`src/design/cle_pkg.sv`:
```
// ----------------------------------------------------------------------------
// cle_pkg: shared types and constants of the console line editor
// Key codes, command and line-end codes, and the beat payload structs.
// ----------------------------------------------------------------------------
package cle_pkg;

  // Command codes of an input beat
  localparam logic CMD_RX  = 1'b0;  // received character
  localparam logic CMD_POP = 1'b1;  // reader pops one byte

  // Control keys
  localparam logic [7:0] KEY_NUL  = 8'h00;
  localparam logic [7:0] KEY_EOF  = 8'h04;  // Ctrl-D
  localparam logic [7:0] KEY_BS   = 8'h08;  // Ctrl-H
  localparam logic [7:0] KEY_LF   = 8'h0A;
  localparam logic [7:0] KEY_CR   = 8'h0D;
  localparam logic [7:0] KEY_DUMP = 8'h10;  // Ctrl-P
  localparam logic [7:0] KEY_KILL = 8'h15;  // Ctrl-U
  localparam logic [7:0] KEY_DEL  = 8'h7F;

  // Line-end codes reported with a pop
  localparam logic [1:0] END_CONT = 2'd0;
  localparam logic [1:0] END_LINE = 2'd1;
  localparam logic [1:0] END_EOF  = 2'd2;
  localparam logic [1:0] END_NONE = 2'd3;

  // Erase count saturates here
  localparam logic [7:0] ERASE_MAX = 8'd255;

  typedef struct packed {
    logic       cmd;
    logic [7:0] rx_char;
    logic       first_of_read;
  } cle_item_t;

  typedef struct packed {
    logic       echo_valid;
    logic [7:0] echo_char;
    logic [7:0] erase_count;
    logic       dump_request;
    logic       line_ready;
    logic       read_valid;
    logic [7:0] read_char;
    logic [1:0] read_end;
  } cle_result_t;

endpackage

```
`src/design/cle_if.sv`:
```
// ----------------------------------------------------------------------------
// cle_if: valid/ready channels of the console line editor
// Input channel (character or pop request) and result channel.
// ----------------------------------------------------------------------------
interface cle_in_if;
  logic       valid;
  logic       ready;
  logic       cmd;
  logic [7:0] rx_char;
  logic       first_of_read;

  modport source (output valid, cmd, rx_char, first_of_read, input ready);
  modport sink   (input valid, cmd, rx_char, first_of_read, output ready);
endinterface

interface cle_out_if;
  logic       valid;
  logic       ready;
  logic       echo_valid;
  logic [7:0] echo_char;
  logic [7:0] erase_count;
  logic       dump_request;
  logic       line_ready;
  logic       read_valid;
  logic [7:0] read_char;
  logic [1:0] read_end;

  modport source (output valid, echo_valid, echo_char, erase_count, dump_request,
                  line_ready, read_valid, read_char, read_end, input ready);
  modport sink   (input valid, echo_valid, echo_char, erase_count, dump_request,
                  line_ready, read_valid, read_char, read_end, output ready);
endinterface

```
`src/design/cle_ram.sv`:
```
// ----------------------------------------------------------------------------
// cle_ram: generic single-write, single-read synchronous RAM
// One write port, one read port with registered read data.
// ----------------------------------------------------------------------------
module cle_ram #(
  parameter int WIDTH = 8,
  parameter int DEPTH = 128
) (
  input  logic                     clk,
  input  logic                     we,
  input  logic [$clog2(DEPTH)-1:0] waddr,
  input  logic [WIDTH-1:0]         wdata,
  input  logic                     re,
  input  logic [$clog2(DEPTH)-1:0] raddr,
  output logic [WIDTH-1:0]         rdata
);

  logic [WIDTH-1:0] mem [DEPTH];

  always_ff @(posedge clk) begin
    if (we) begin
      mem[waddr] <= wdata;
    end
    if (re) begin
      rdata <= mem[raddr];
    end
  end

endmodule

```
`src/design/cle_seq.sv`:
```
// ----------------------------------------------------------------------------
// cle_seq: line editor sequencer
// Holds the read, commit and edit indices and runs each beat against the
// line store: store, erase, kill-line walk and pop.
// ----------------------------------------------------------------------------
module cle_seq #(
  parameter int BUF_DEPTH = 128
) (
  input  logic                         clk,
  input  logic                         rst_n,
  // item side
  input  logic                         item_valid,
  output logic                         item_ready,
  input  cle_pkg::cle_item_t           item,
  // line store
  output logic                         mem_we,
  output logic [$clog2(BUF_DEPTH)-1:0] mem_waddr,
  output logic [7:0]                   mem_wdata,
  output logic                         mem_re,
  output logic [$clog2(BUF_DEPTH)-1:0] mem_raddr,
  input  logic [7:0]                   mem_rdata,
  // result side
  output logic                         res_valid,
  input  logic                         res_take,
  output cle_pkg::cle_result_t         res
);

  localparam int IdxRange = 2 * BUF_DEPTH;
  localparam int IW       = $clog2(IdxRange);
  localparam int AW       = $clog2(BUF_DEPTH);
  localparam logic [IW-1:0] IdxLast = IW'(IdxRange - 1);
  localparam logic [IW-1:0] Depth   = IW'(BUF_DEPTH);
  localparam logic [IW:0]   Range1  = (IW + 1)'(IdxRange);

  typedef enum logic [4:0] {
    S_IDLE = 5'b00001,
    S_EXEC = 5'b00010,
    S_POP  = 5'b00100,
    S_KILL = 5'b01000,
    S_DONE = 5'b10000
  } seq_state_t;

  // Index arithmetic, indices run modulo twice the depth
  function automatic logic [IW-1:0] idx_inc(input logic [IW-1:0] x);
    return (x == IdxLast) ? '0 : x + 1'b1;
  endfunction

  function automatic logic [IW-1:0] idx_dec(input logic [IW-1:0] x);
    return (x == '0) ? IdxLast : x - 1'b1;
  endfunction

  function automatic logic [IW-1:0] idx_dist(input logic [IW-1:0] a,
                                             input logic [IW-1:0] b);
    logic [IW:0] d;
    d = (a >= b) ? ({1'b0, a} - {1'b0, b}) : ({1'b0, a} + Range1 - {1'b0, b});
    return d[IW-1:0];
  endfunction

  function automatic logic [AW-1:0] slot(input logic [IW-1:0] x);
    logic [IW-1:0] s;
    s = (x >= Depth) ? x - Depth : x;
    return s[AW-1:0];
  endfunction

  seq_state_t           state_r, state_nxt;
  cle_pkg::cle_item_t   item_r, item_nxt;
  cle_pkg::cle_result_t res_r, res_nxt;
  logic [IW-1:0]        read_r, read_nxt;
  logic [IW-1:0]        commit_r, commit_nxt;
  logic [IW-1:0]        edit_r, edit_nxt;

  logic [IW-1:0] edit_inc, edit_dec, edit_dec2;
  logic [7:0]    store_char;
  logic          has_room;
  logic          commit_hit;

  assign edit_inc   = idx_inc(edit_r);
  assign edit_dec   = idx_dec(edit_r);
  assign edit_dec2  = idx_dec(edit_dec);
  assign store_char = (item_r.rx_char == cle_pkg::KEY_CR) ? cle_pkg::KEY_LF : item_r.rx_char;
  assign has_room   = idx_dist(edit_r, read_r) < Depth;
  assign commit_hit = (store_char == cle_pkg::KEY_LF) || (store_char == cle_pkg::KEY_EOF) ||
                      (idx_dist(edit_inc, read_r) == Depth);

  assign item_ready = (state_r == S_IDLE);
  assign res_valid  = (state_r == S_DONE);
  assign res        = res_r;

  // Sequencer: one store access per cycle, read data comes from the store's registered read port
  always_comb begin
    state_nxt  = state_r;
    item_nxt   = item_r;
    res_nxt    = res_r;
    read_nxt   = read_r;
    commit_nxt = commit_r;
    edit_nxt   = edit_r;
    mem_we     = 1'b0;
    mem_waddr  = slot(edit_r);
    mem_wdata  = store_char;
    mem_re     = 1'b0;
    mem_raddr  = slot(read_r);

    case (state_r)
      S_IDLE: begin
        if (item_valid) begin
          item_nxt  = item;
          state_nxt = S_EXEC;
        end
      end

      S_EXEC: begin
        res_nxt   = '0;
        state_nxt = S_DONE;
        if (item_r.cmd == cle_pkg::CMD_RX) begin
          case (item_r.rx_char)
            cle_pkg::KEY_DUMP: begin
              res_nxt.dump_request = 1'b1;
            end
            cle_pkg::KEY_KILL: begin
              // walk back from the slot before the edit point
              if (edit_r != commit_r) begin
                mem_re    = 1'b1;
                mem_raddr = slot(edit_dec);
                state_nxt = S_KILL;
              end
            end
            cle_pkg::KEY_BS, cle_pkg::KEY_DEL: begin
              if (edit_r != commit_r) begin
                edit_nxt            = edit_dec;
                res_nxt.erase_count = 8'd1;
              end
            end
            default: begin
              // ordinary byte: echo and store unless null or store full
              if (item_r.rx_char != cle_pkg::KEY_NUL && has_room) begin
                mem_we             = 1'b1;
                res_nxt.echo_valid = 1'b1;
                res_nxt.echo_char  = store_char;
                edit_nxt           = edit_inc;
                if (commit_hit) begin
                  commit_nxt         = edit_inc;
                  res_nxt.line_ready = 1'b1;
                end
              end
            end
          endcase
        end else if (read_r == commit_r) begin
          res_nxt.read_end = cle_pkg::END_NONE;
        end else begin
          mem_re    = 1'b1;
          mem_raddr = slot(read_r);
          state_nxt = S_POP;
        end
      end

      S_POP: begin
        state_nxt = S_DONE;
        if (mem_rdata == cle_pkg::KEY_EOF) begin
          // EOF is consumed only at the start of a read
          if (item_r.first_of_read) begin
            read_nxt = idx_inc(read_r);
          end
          res_nxt.read_end = cle_pkg::END_EOF;
        end else begin
          read_nxt           = idx_inc(read_r);
          res_nxt.read_valid = 1'b1;
          res_nxt.read_char  = mem_rdata;
          res_nxt.read_end   = (mem_rdata == cle_pkg::KEY_LF) ? cle_pkg::END_LINE
                                                               : cle_pkg::END_CONT;
        end
      end

      S_KILL: begin
        // one slot per cycle; stop at a newline or the commit point
        if (mem_rdata == cle_pkg::KEY_LF) begin
          state_nxt = S_DONE;
        end else begin
          edit_nxt = edit_dec;
          if (res_r.erase_count != cle_pkg::ERASE_MAX) begin
            res_nxt.erase_count = res_r.erase_count + 8'd1;
          end
          if (edit_dec == commit_r) begin
            state_nxt = S_DONE;
          end else begin
            mem_re    = 1'b1;
            mem_raddr = slot(edit_dec2);
          end
        end
      end

      S_DONE: begin
        if (res_take) begin
          state_nxt = S_IDLE;
        end
      end

      default: begin
        state_nxt = S_IDLE;
      end
    endcase
  end

  // Control state
  always_ff @(posedge clk) begin
    if (!rst_n) begin
      state_r  <= S_IDLE;
      read_r   <= '0;
      commit_r <= '0;
      edit_r   <= '0;
    end else begin
      state_r  <= state_nxt;
      read_r   <= read_nxt;
      commit_r <= commit_nxt;
      edit_r   <= edit_nxt;
    end
  end

  // Payload
  always_ff @(posedge clk) begin
    item_r <= item_nxt;
    res_r  <= res_nxt;
  end

endmodule

```
`src/design/console_line_editor.sv`:
```
// ----------------------------------------------------------------------------
// console_line_editor: canonical console line editor
// Ring-buffer line discipline with erase, kill-line, dump and read pops.
// ----------------------------------------------------------------------------
// One beat is handled at a time. A beat is taken when the sequencer is idle,
// even while the previous result still sits in the output register. A
// character, an erase, a dump or an empty pop goes through the execute and
// done states; a pop that reads the line store adds a pop state between them.
// Kill-line walks the store backwards through its single read port one slot
// per cycle until a newline or the commit point stops it. The line store
// holds BUF_DEPTH bytes in one RAM and needs no clearing after reset; only
// the indices, the sequencer state and the output valid flag are reset.
module console_line_editor #(
  parameter int BUF_DEPTH = 128
) (
  input  logic       clk,
  input  logic       rst_n,
  cle_in_if.sink     in_ch,
  cle_out_if.source  out_ch
);

  localparam int AW = $clog2(BUF_DEPTH);

  cle_pkg::cle_item_t   item;
  cle_pkg::cle_result_t res;
  cle_pkg::cle_result_t out_r;
  logic                 res_valid;
  logic                 res_take;
  logic                 out_valid_r;
  logic                 mem_we, mem_re;
  logic [AW-1:0]        mem_waddr, mem_raddr;
  logic [7:0]           mem_wdata, mem_rdata;

  assign item.cmd           = in_ch.cmd;
  assign item.rx_char       = in_ch.rx_char;
  assign item.first_of_read = in_ch.first_of_read;

  cle_seq #(
    .BUF_DEPTH(BUF_DEPTH)
  ) u_seq (
    .clk        (clk),
    .rst_n      (rst_n),
    .item_valid (in_ch.valid),
    .item_ready (in_ch.ready),
    .item       (item),
    .mem_we     (mem_we),
    .mem_waddr  (mem_waddr),
    .mem_wdata  (mem_wdata),
    .mem_re     (mem_re),
    .mem_raddr  (mem_raddr),
    .mem_rdata  (mem_rdata),
    .res_valid  (res_valid),
    .res_take   (res_take),
    .res        (res)
  );

  cle_ram #(
    .WIDTH(8),
    .DEPTH(BUF_DEPTH)
  ) u_line_store (
    .clk   (clk),
    .we    (mem_we),
    .waddr (mem_waddr),
    .wdata (mem_wdata),
    .re    (mem_re),
    .raddr (mem_raddr),
    .rdata (mem_rdata)
  );

  // Output register: loads when empty or being drained
  assign res_take = res_valid && (!out_valid_r || out_ch.ready);

  always_ff @(posedge clk) begin
    if (!rst_n) begin
      out_valid_r <= 1'b0;
    end else if (res_take) begin
      out_valid_r <= 1'b1;
    end else if (out_ch.ready) begin
      out_valid_r <= 1'b0;
    end
  end

  always_ff @(posedge clk) begin
    if (res_take) begin
      out_r <= res;
    end
  end

  assign out_ch.valid        = out_valid_r;
  assign out_ch.echo_valid   = out_r.echo_valid;
  assign out_ch.echo_char    = out_r.echo_char;
  assign out_ch.erase_count  = out_r.erase_count;
  assign out_ch.dump_request = out_r.dump_request;
  assign out_ch.line_ready   = out_r.line_ready;
  assign out_ch.read_valid   = out_r.read_valid;
  assign out_ch.read_char    = out_r.read_char;
  assign out_ch.read_end     = out_r.read_end;

endmodule

```
`src/flat_wrapper.sv`:
```
// flat-port wrapper written by rule: the top's interface ports become plain ports
module console_line_editor_flat 
#(
  parameter int BUF_DEPTH = 128
)
  (clk, rst_n, in_ch_valid, in_ch_cmd, in_ch_rx_char, in_ch_first_of_read, in_ch_ready, out_ch_valid, out_ch_echo_valid, out_ch_echo_char, out_ch_erase_count, out_ch_dump_request, out_ch_line_ready, out_ch_read_valid, out_ch_read_char, out_ch_read_end, out_ch_ready);
  cle_in_if in_ch_i ();
  cle_out_if out_ch_i ();
  input  logic clk;
  input  logic rst_n;
  input wire logic [$bits(in_ch_i.valid)-1:0] in_ch_valid;
  input wire logic [$bits(in_ch_i.cmd)-1:0] in_ch_cmd;
  input wire logic [$bits(in_ch_i.rx_char)-1:0] in_ch_rx_char;
  input wire logic [$bits(in_ch_i.first_of_read)-1:0] in_ch_first_of_read;
  output wire logic [$bits(in_ch_i.ready)-1:0] in_ch_ready;
  output wire logic [$bits(out_ch_i.valid)-1:0] out_ch_valid;
  output wire logic [$bits(out_ch_i.echo_valid)-1:0] out_ch_echo_valid;
  output wire logic [$bits(out_ch_i.echo_char)-1:0] out_ch_echo_char;
  output wire logic [$bits(out_ch_i.erase_count)-1:0] out_ch_erase_count;
  output wire logic [$bits(out_ch_i.dump_request)-1:0] out_ch_dump_request;
  output wire logic [$bits(out_ch_i.line_ready)-1:0] out_ch_line_ready;
  output wire logic [$bits(out_ch_i.read_valid)-1:0] out_ch_read_valid;
  output wire logic [$bits(out_ch_i.read_char)-1:0] out_ch_read_char;
  output wire logic [$bits(out_ch_i.read_end)-1:0] out_ch_read_end;
  input wire logic [$bits(out_ch_i.ready)-1:0] out_ch_ready;
  assign in_ch_i.valid = in_ch_valid;
  assign in_ch_i.cmd = in_ch_cmd;
  assign in_ch_i.rx_char = in_ch_rx_char;
  assign in_ch_i.first_of_read = in_ch_first_of_read;
  assign in_ch_ready = in_ch_i.ready;
  assign out_ch_valid = out_ch_i.valid;
  assign out_ch_echo_valid = out_ch_i.echo_valid;
  assign out_ch_echo_char = out_ch_i.echo_char;
  assign out_ch_erase_count = out_ch_i.erase_count;
  assign out_ch_dump_request = out_ch_i.dump_request;
  assign out_ch_line_ready = out_ch_i.line_ready;
  assign out_ch_read_valid = out_ch_i.read_valid;
  assign out_ch_read_char = out_ch_i.read_char;
  assign out_ch_read_end = out_ch_i.read_end;
  assign out_ch_i.ready = out_ch_ready;
  console_line_editor #(.BUF_DEPTH(BUF_DEPTH)) u_core (.clk(clk), .rst_n(rst_n), .in_ch(in_ch_i), .out_ch(out_ch_i));
endmodule
```
`config.mk`:
```
export PLATFORM = sky130hd
export DESIGN_NAME = console_line_editor_flat
export DESIGN_NICKNAME = d
export VERILOG_FILES = /design/src/design/cle_pkg.sv /design/src/design/cle_if.sv /design/src/design/cle_ram.sv /design/src/design/cle_seq.sv /design/src/design/console_line_editor.sv /design/src/flat_wrapper.sv
export SDC_FILE = /design/constraint.sdc
export NUM_CORES = 1
export LEC_CHECK = 0
export BUFFER_PORTS_ARGS = -buffer_cell sky130_fd_sc_hd__buf_2
export CORE_UTILIZATION = 40
export DETAILED_ROUTE_END_ITERATION = 16
export PLACE_DENSITY = 0.66
export SETUP_SLACK_MARGIN = 0.05
export SLEW_MARGIN = 40
export SYNTH_ARGS = -nofsm -noshare
export SYNTH_HDL_FRONTEND = slang
export SYNTH_HIERARCHICAL = 1
export SYNTH_SLANG_ARGS = --single-unit
```
`constraint.sdc`:
```
create_clock -name clk -period 8.7 [get_ports clk]
set_input_delay 0.435 -clock clk [delete_from_list [all_inputs] [get_ports clk]]
set_output_delay 0.435 -clock clk [all_outputs]
set_load 0.05 [all_outputs]
```
==> impl_results.md <==
- Final Setup Violations: 0
- Setup total negative slack: 0 ns
- Synth top area cells: edfxtp_1 72%, mux4_2 17%, nor2_1 1.4%, dfxtp_1 1.3%, ha_1 0.63%
- GP Congestion: 0.889
- CTS Buffer Depth: 3
- Die X-Extent: 340 µm
- Starting Density: 0.405
- Fmax: 0.151 GHz
- Final hold vios: 0
- CTS sink cnt: 1,132
- Async set-reset flop share out of synthesis: 0
- R2R Setup Slk: 2.07 ns
- Worst setup startpoint: u_core/u_seq/edit_r[1]$_SDFFE_PN0P_
- Syn-to-layout area delta: 13.4%
- Crit. End Element: register
- Seq/Total Area, Yosys: 0.737
- Register area: 33,700 µm²
- Clock Skew: 0.0327 ns
- Share of the synthesized area in the top cell type: 0.724
- Drt wl/cell: 26.9 µm
- Post-Syn Area: 45,700 µm²
- Post-DRT Antenna Nets: 0
- Post-synth EDFFs: 1,102
- Area of the multi-input gates: 11,700 µm²
- FF-to-FF Start: u_core/u_seq/edit_r[1]$_SDFFE_PN0P_
- Pwr Density: 210 nW/µm²
- Reg2reg path depth: 15
- Die ar.: 116,000 µm²
- DR vias: 22,900
- CTS Buf Count: 111
- Clock Latency Late Sink: 0.68 ns
- Hold Crit Class: in -> reg
- Seq cells post-synth: 1,132
- Vias in the first global route: 22,900
- Drt via density: 5.83
- Crit path time final: 6.63 ns
- Row cnt: 123
- Worst IR Drop VDD: 155 µV
- Cell variety after synth: 76
- Fin crit share: 0.762
- First-pass GRT wire length: 156 mm
- Hpwl dp: 65.1 mm
- DRT Pass-1 Iters: 6
- Status: completed
- Yosys synthesis warning count: 6
- Worst Path Required: 9.12 ns
- Commonest non-fill, non-tap cell in the layout: edfxtp_1
- Worst-Margin Slew: 0.879 ns
- Kind of critical path: reg -> reg
- H-tree depth: 3
- Placed Instances: 3,715
- DRC violations left: 0
- CTS tree: done
- CP max FO: 65
- RSZ-0062 raised after global routing: false
- Final instance area: 51,800 µm²
- Post-Synthesis Cells: 2,242
- # IOs: 46
- Fillcell total: 9,280
- Share of layout cells above drive strength 1: 0.297
- Core area: 113,000 µm²
- IO Port Bufs: 45
- Syn avg cell area: 20.4 µm²
- Critical path arrival: 7.05 ns
- Initial antenna violation count: 3
- Die Y: 340 µm
- Max_cap viols: 0
- Leakage: 15.5 nW
- Non-filler cells in the finished layout: 3,928
- Final WL: 106 mm
- Initial DRC count: 2,534
- Largest net degree at the start of global routing: 125
- Fin nets: 2,379
- Overall Global Routing Usage: 0.182
- CTS root buf: clkbuf_16
- Critical path launch point type: register
- Syn Nets: 2,281
- Capturing point of the worst reg2reg path: u_core/u_line_store/rdata[5]$_DFFE_PP_
- Dpl cell area: 48,100 µm²
- Fin. max-slew vios: 0
- Grt ovf: 0
- # Post-CTS Setup Buffers: 0
- Most used flip-flop cell after synthesis: edfxtp_1
- Clk pin slew, worst setup/hold paths: 0.06 ns
- Area leader, netlist: edfxtp_1
- Most frequent cells in the layout: 1,102 x edfxtp_1, 336 x mux4_2, 113 x clkbuf_16
- Final Util: 0.459
- CP Capture Point: u_core/u_line_store/rdata[5]$_DFFE_PP_
- Worst slew margin: 0.412
[repair_timing]
action	CTS	global route
endpoints found under the setup margin	0	0
resized for setup	0	0
hold endpoints to repair	10	0
hold buffers	10	0
[power by group]
| group | leakage (nW) | switching, mW | total, mW | internal, mW |
|---|---|---|---|---|
| combinational | 3.64 | 0.190 | 0.239 | 0.0490 |
| sequential | 10.2 | 0.00953 | 6.03 | 6.02 |
| clock | 1.71 | 1.97 | 4.63 | 2.66 |
| total | 15.5 | 2.17 | 10.9 | 8.74 |
[cells in the mapped netlist, types with 4 or more instances]
library cell	instances
nor2_1	167
nand2_1	71
a21oi_1	33
edfxtp_1	1102
nand2b_1	5
nor3_1	23
nor3b_1	4
and2_1	15
o21a_1	5
nand4_1	13
a311oi_1	6
mux2_2	10
inv_1	26
and3_1	12
clkbuf_1	67
ha_1	23
a31oi_1	8
xor2_1	26
nand3_1	35
buf_4	18
buf_2	22
nor4_1	9
dfxtp_1	30
buf_1	19
mux4_2	336
nand3b_1	4
o21ai_0	28
mux2i_1	18
nor2b_1	16
xnor2_1	20
or3_1	7
and4_1	5
[per-layer routing]
metal,share of wire,track usage,vias up
met4,0.024,0.0461,0
met1,0.41,0.258,12100
met5,0,0,-
met2,0.48,0.291,1159
met3,0.087,0.0335,164
li1,-,-,9446
[cell type report]
class / instances / share of cell area
tap: 1500 / 0.0362
antenna: 1 / 0.0000483
clock buffer: 131 / 0.0559
sequential: 1132 / 0.650
timing repair buffer: 113 / 0.0188
clock inverter: 69 / 0.0118
multi-input combinational: 956 / 0.225
inverter: 26 / 0.00188
[sequential cells by signal, indices dropped and copies added, names as in the netlist, 5 cells and up]
signal                     cells
u_core/u_seq/edit_r            8
u_core/u_seq/res              30
u_core/u_seq/commit_r          8
u_core/out_ch.echo_char        8
u_core/u_line_store/rdata      8
u_core/u_seq/read_r            8
u_core/u_line_store/mem     1024
u_core/out_ch.read_char        8
u_core/out_ch.erase_count      8
u_core/u_seq/item_r           10
u_core/u_seq/state_r           5
[worst max-delay path, cell delays in order (launching register included)]
cell	delay, ns
dfxtp_1	0.49
inv_1	0.23
ha_1	0.19
or4b_1	0.62
o21a_1	0.27
o31ai_4	0.28
xnor2_1	0.14
a41oi_2	0.65
mux2i_1	0.27
mux2i_4	0.35
buf_12	0.32
buf_16	0.40
mux4_2	0.60
mux4_2	0.55
mux4_2	0.58
mux2_2	0.30
[cell families after synthesis]
logic type                 share of synthesized area
DFF                                            0.737
adders and majority gates                    0.00717
AOI/OAI and AO/OA                             0.0181
xor gates and xnor gates                     0.00881
and+or+nand+nor                               0.0421
muxes                                          0.172
buffers and inverters                         0.0151
[stage by stage]
| step | total power [mW] | hold slack, ns | setup WS [ns] |
|---|---|---|---|
| finish | 10.9 | 0.0526 | 2.07 |
| global route | 11.2 | 0.0287 | 1.71 |
| CTS | 11.0 | 0.00559 | 2.19 |
| detailed placement | 6.38 | 0.405 | 2.17 |
| global placement | 6.36 | 0.413 | 2.14 |
| floorplan | 6.29 | 0.400 | 3.39 |
[worst min-delay path by stage]
stage | depth (start not counted) | endpoint | from | slack (ns)
6_report | 2 | u_core/u_seq/state_r[1]$_SDFFE_PN0P_ | in_ch_valid | 0.05
2_1_floorplan | 0 | u_core/out_ch.dump_request$_DFFE_PP_ | u_core/u_seq/res[12]$_SDFFCE_PP0P_ | 0.40
5_1_grt | 2 | u_core/u_seq/state_r[1]$_SDFFE_PN0P_ | in_ch_valid | 0.03
3_5_place_dp | 0 | u_core/out_ch.echo_char[2]$_DFFE_PP_ | u_core/u_seq/res[23]$_SDFFCE_PP0P_ | 0.41
4_1_cts | 2 | u_core/u_seq/state_r[1]$_SDFFE_PN0P_ | in_ch_valid | 0.006
3_3_place_gp | 0 | u_core/out_ch.read_char[4]$_DFFE_PP_ | u_core/u_seq/res[6]$_SDFFCE_PN0P_ | 0.41
No activity file was read; power rests on OpenSTA's default activity.
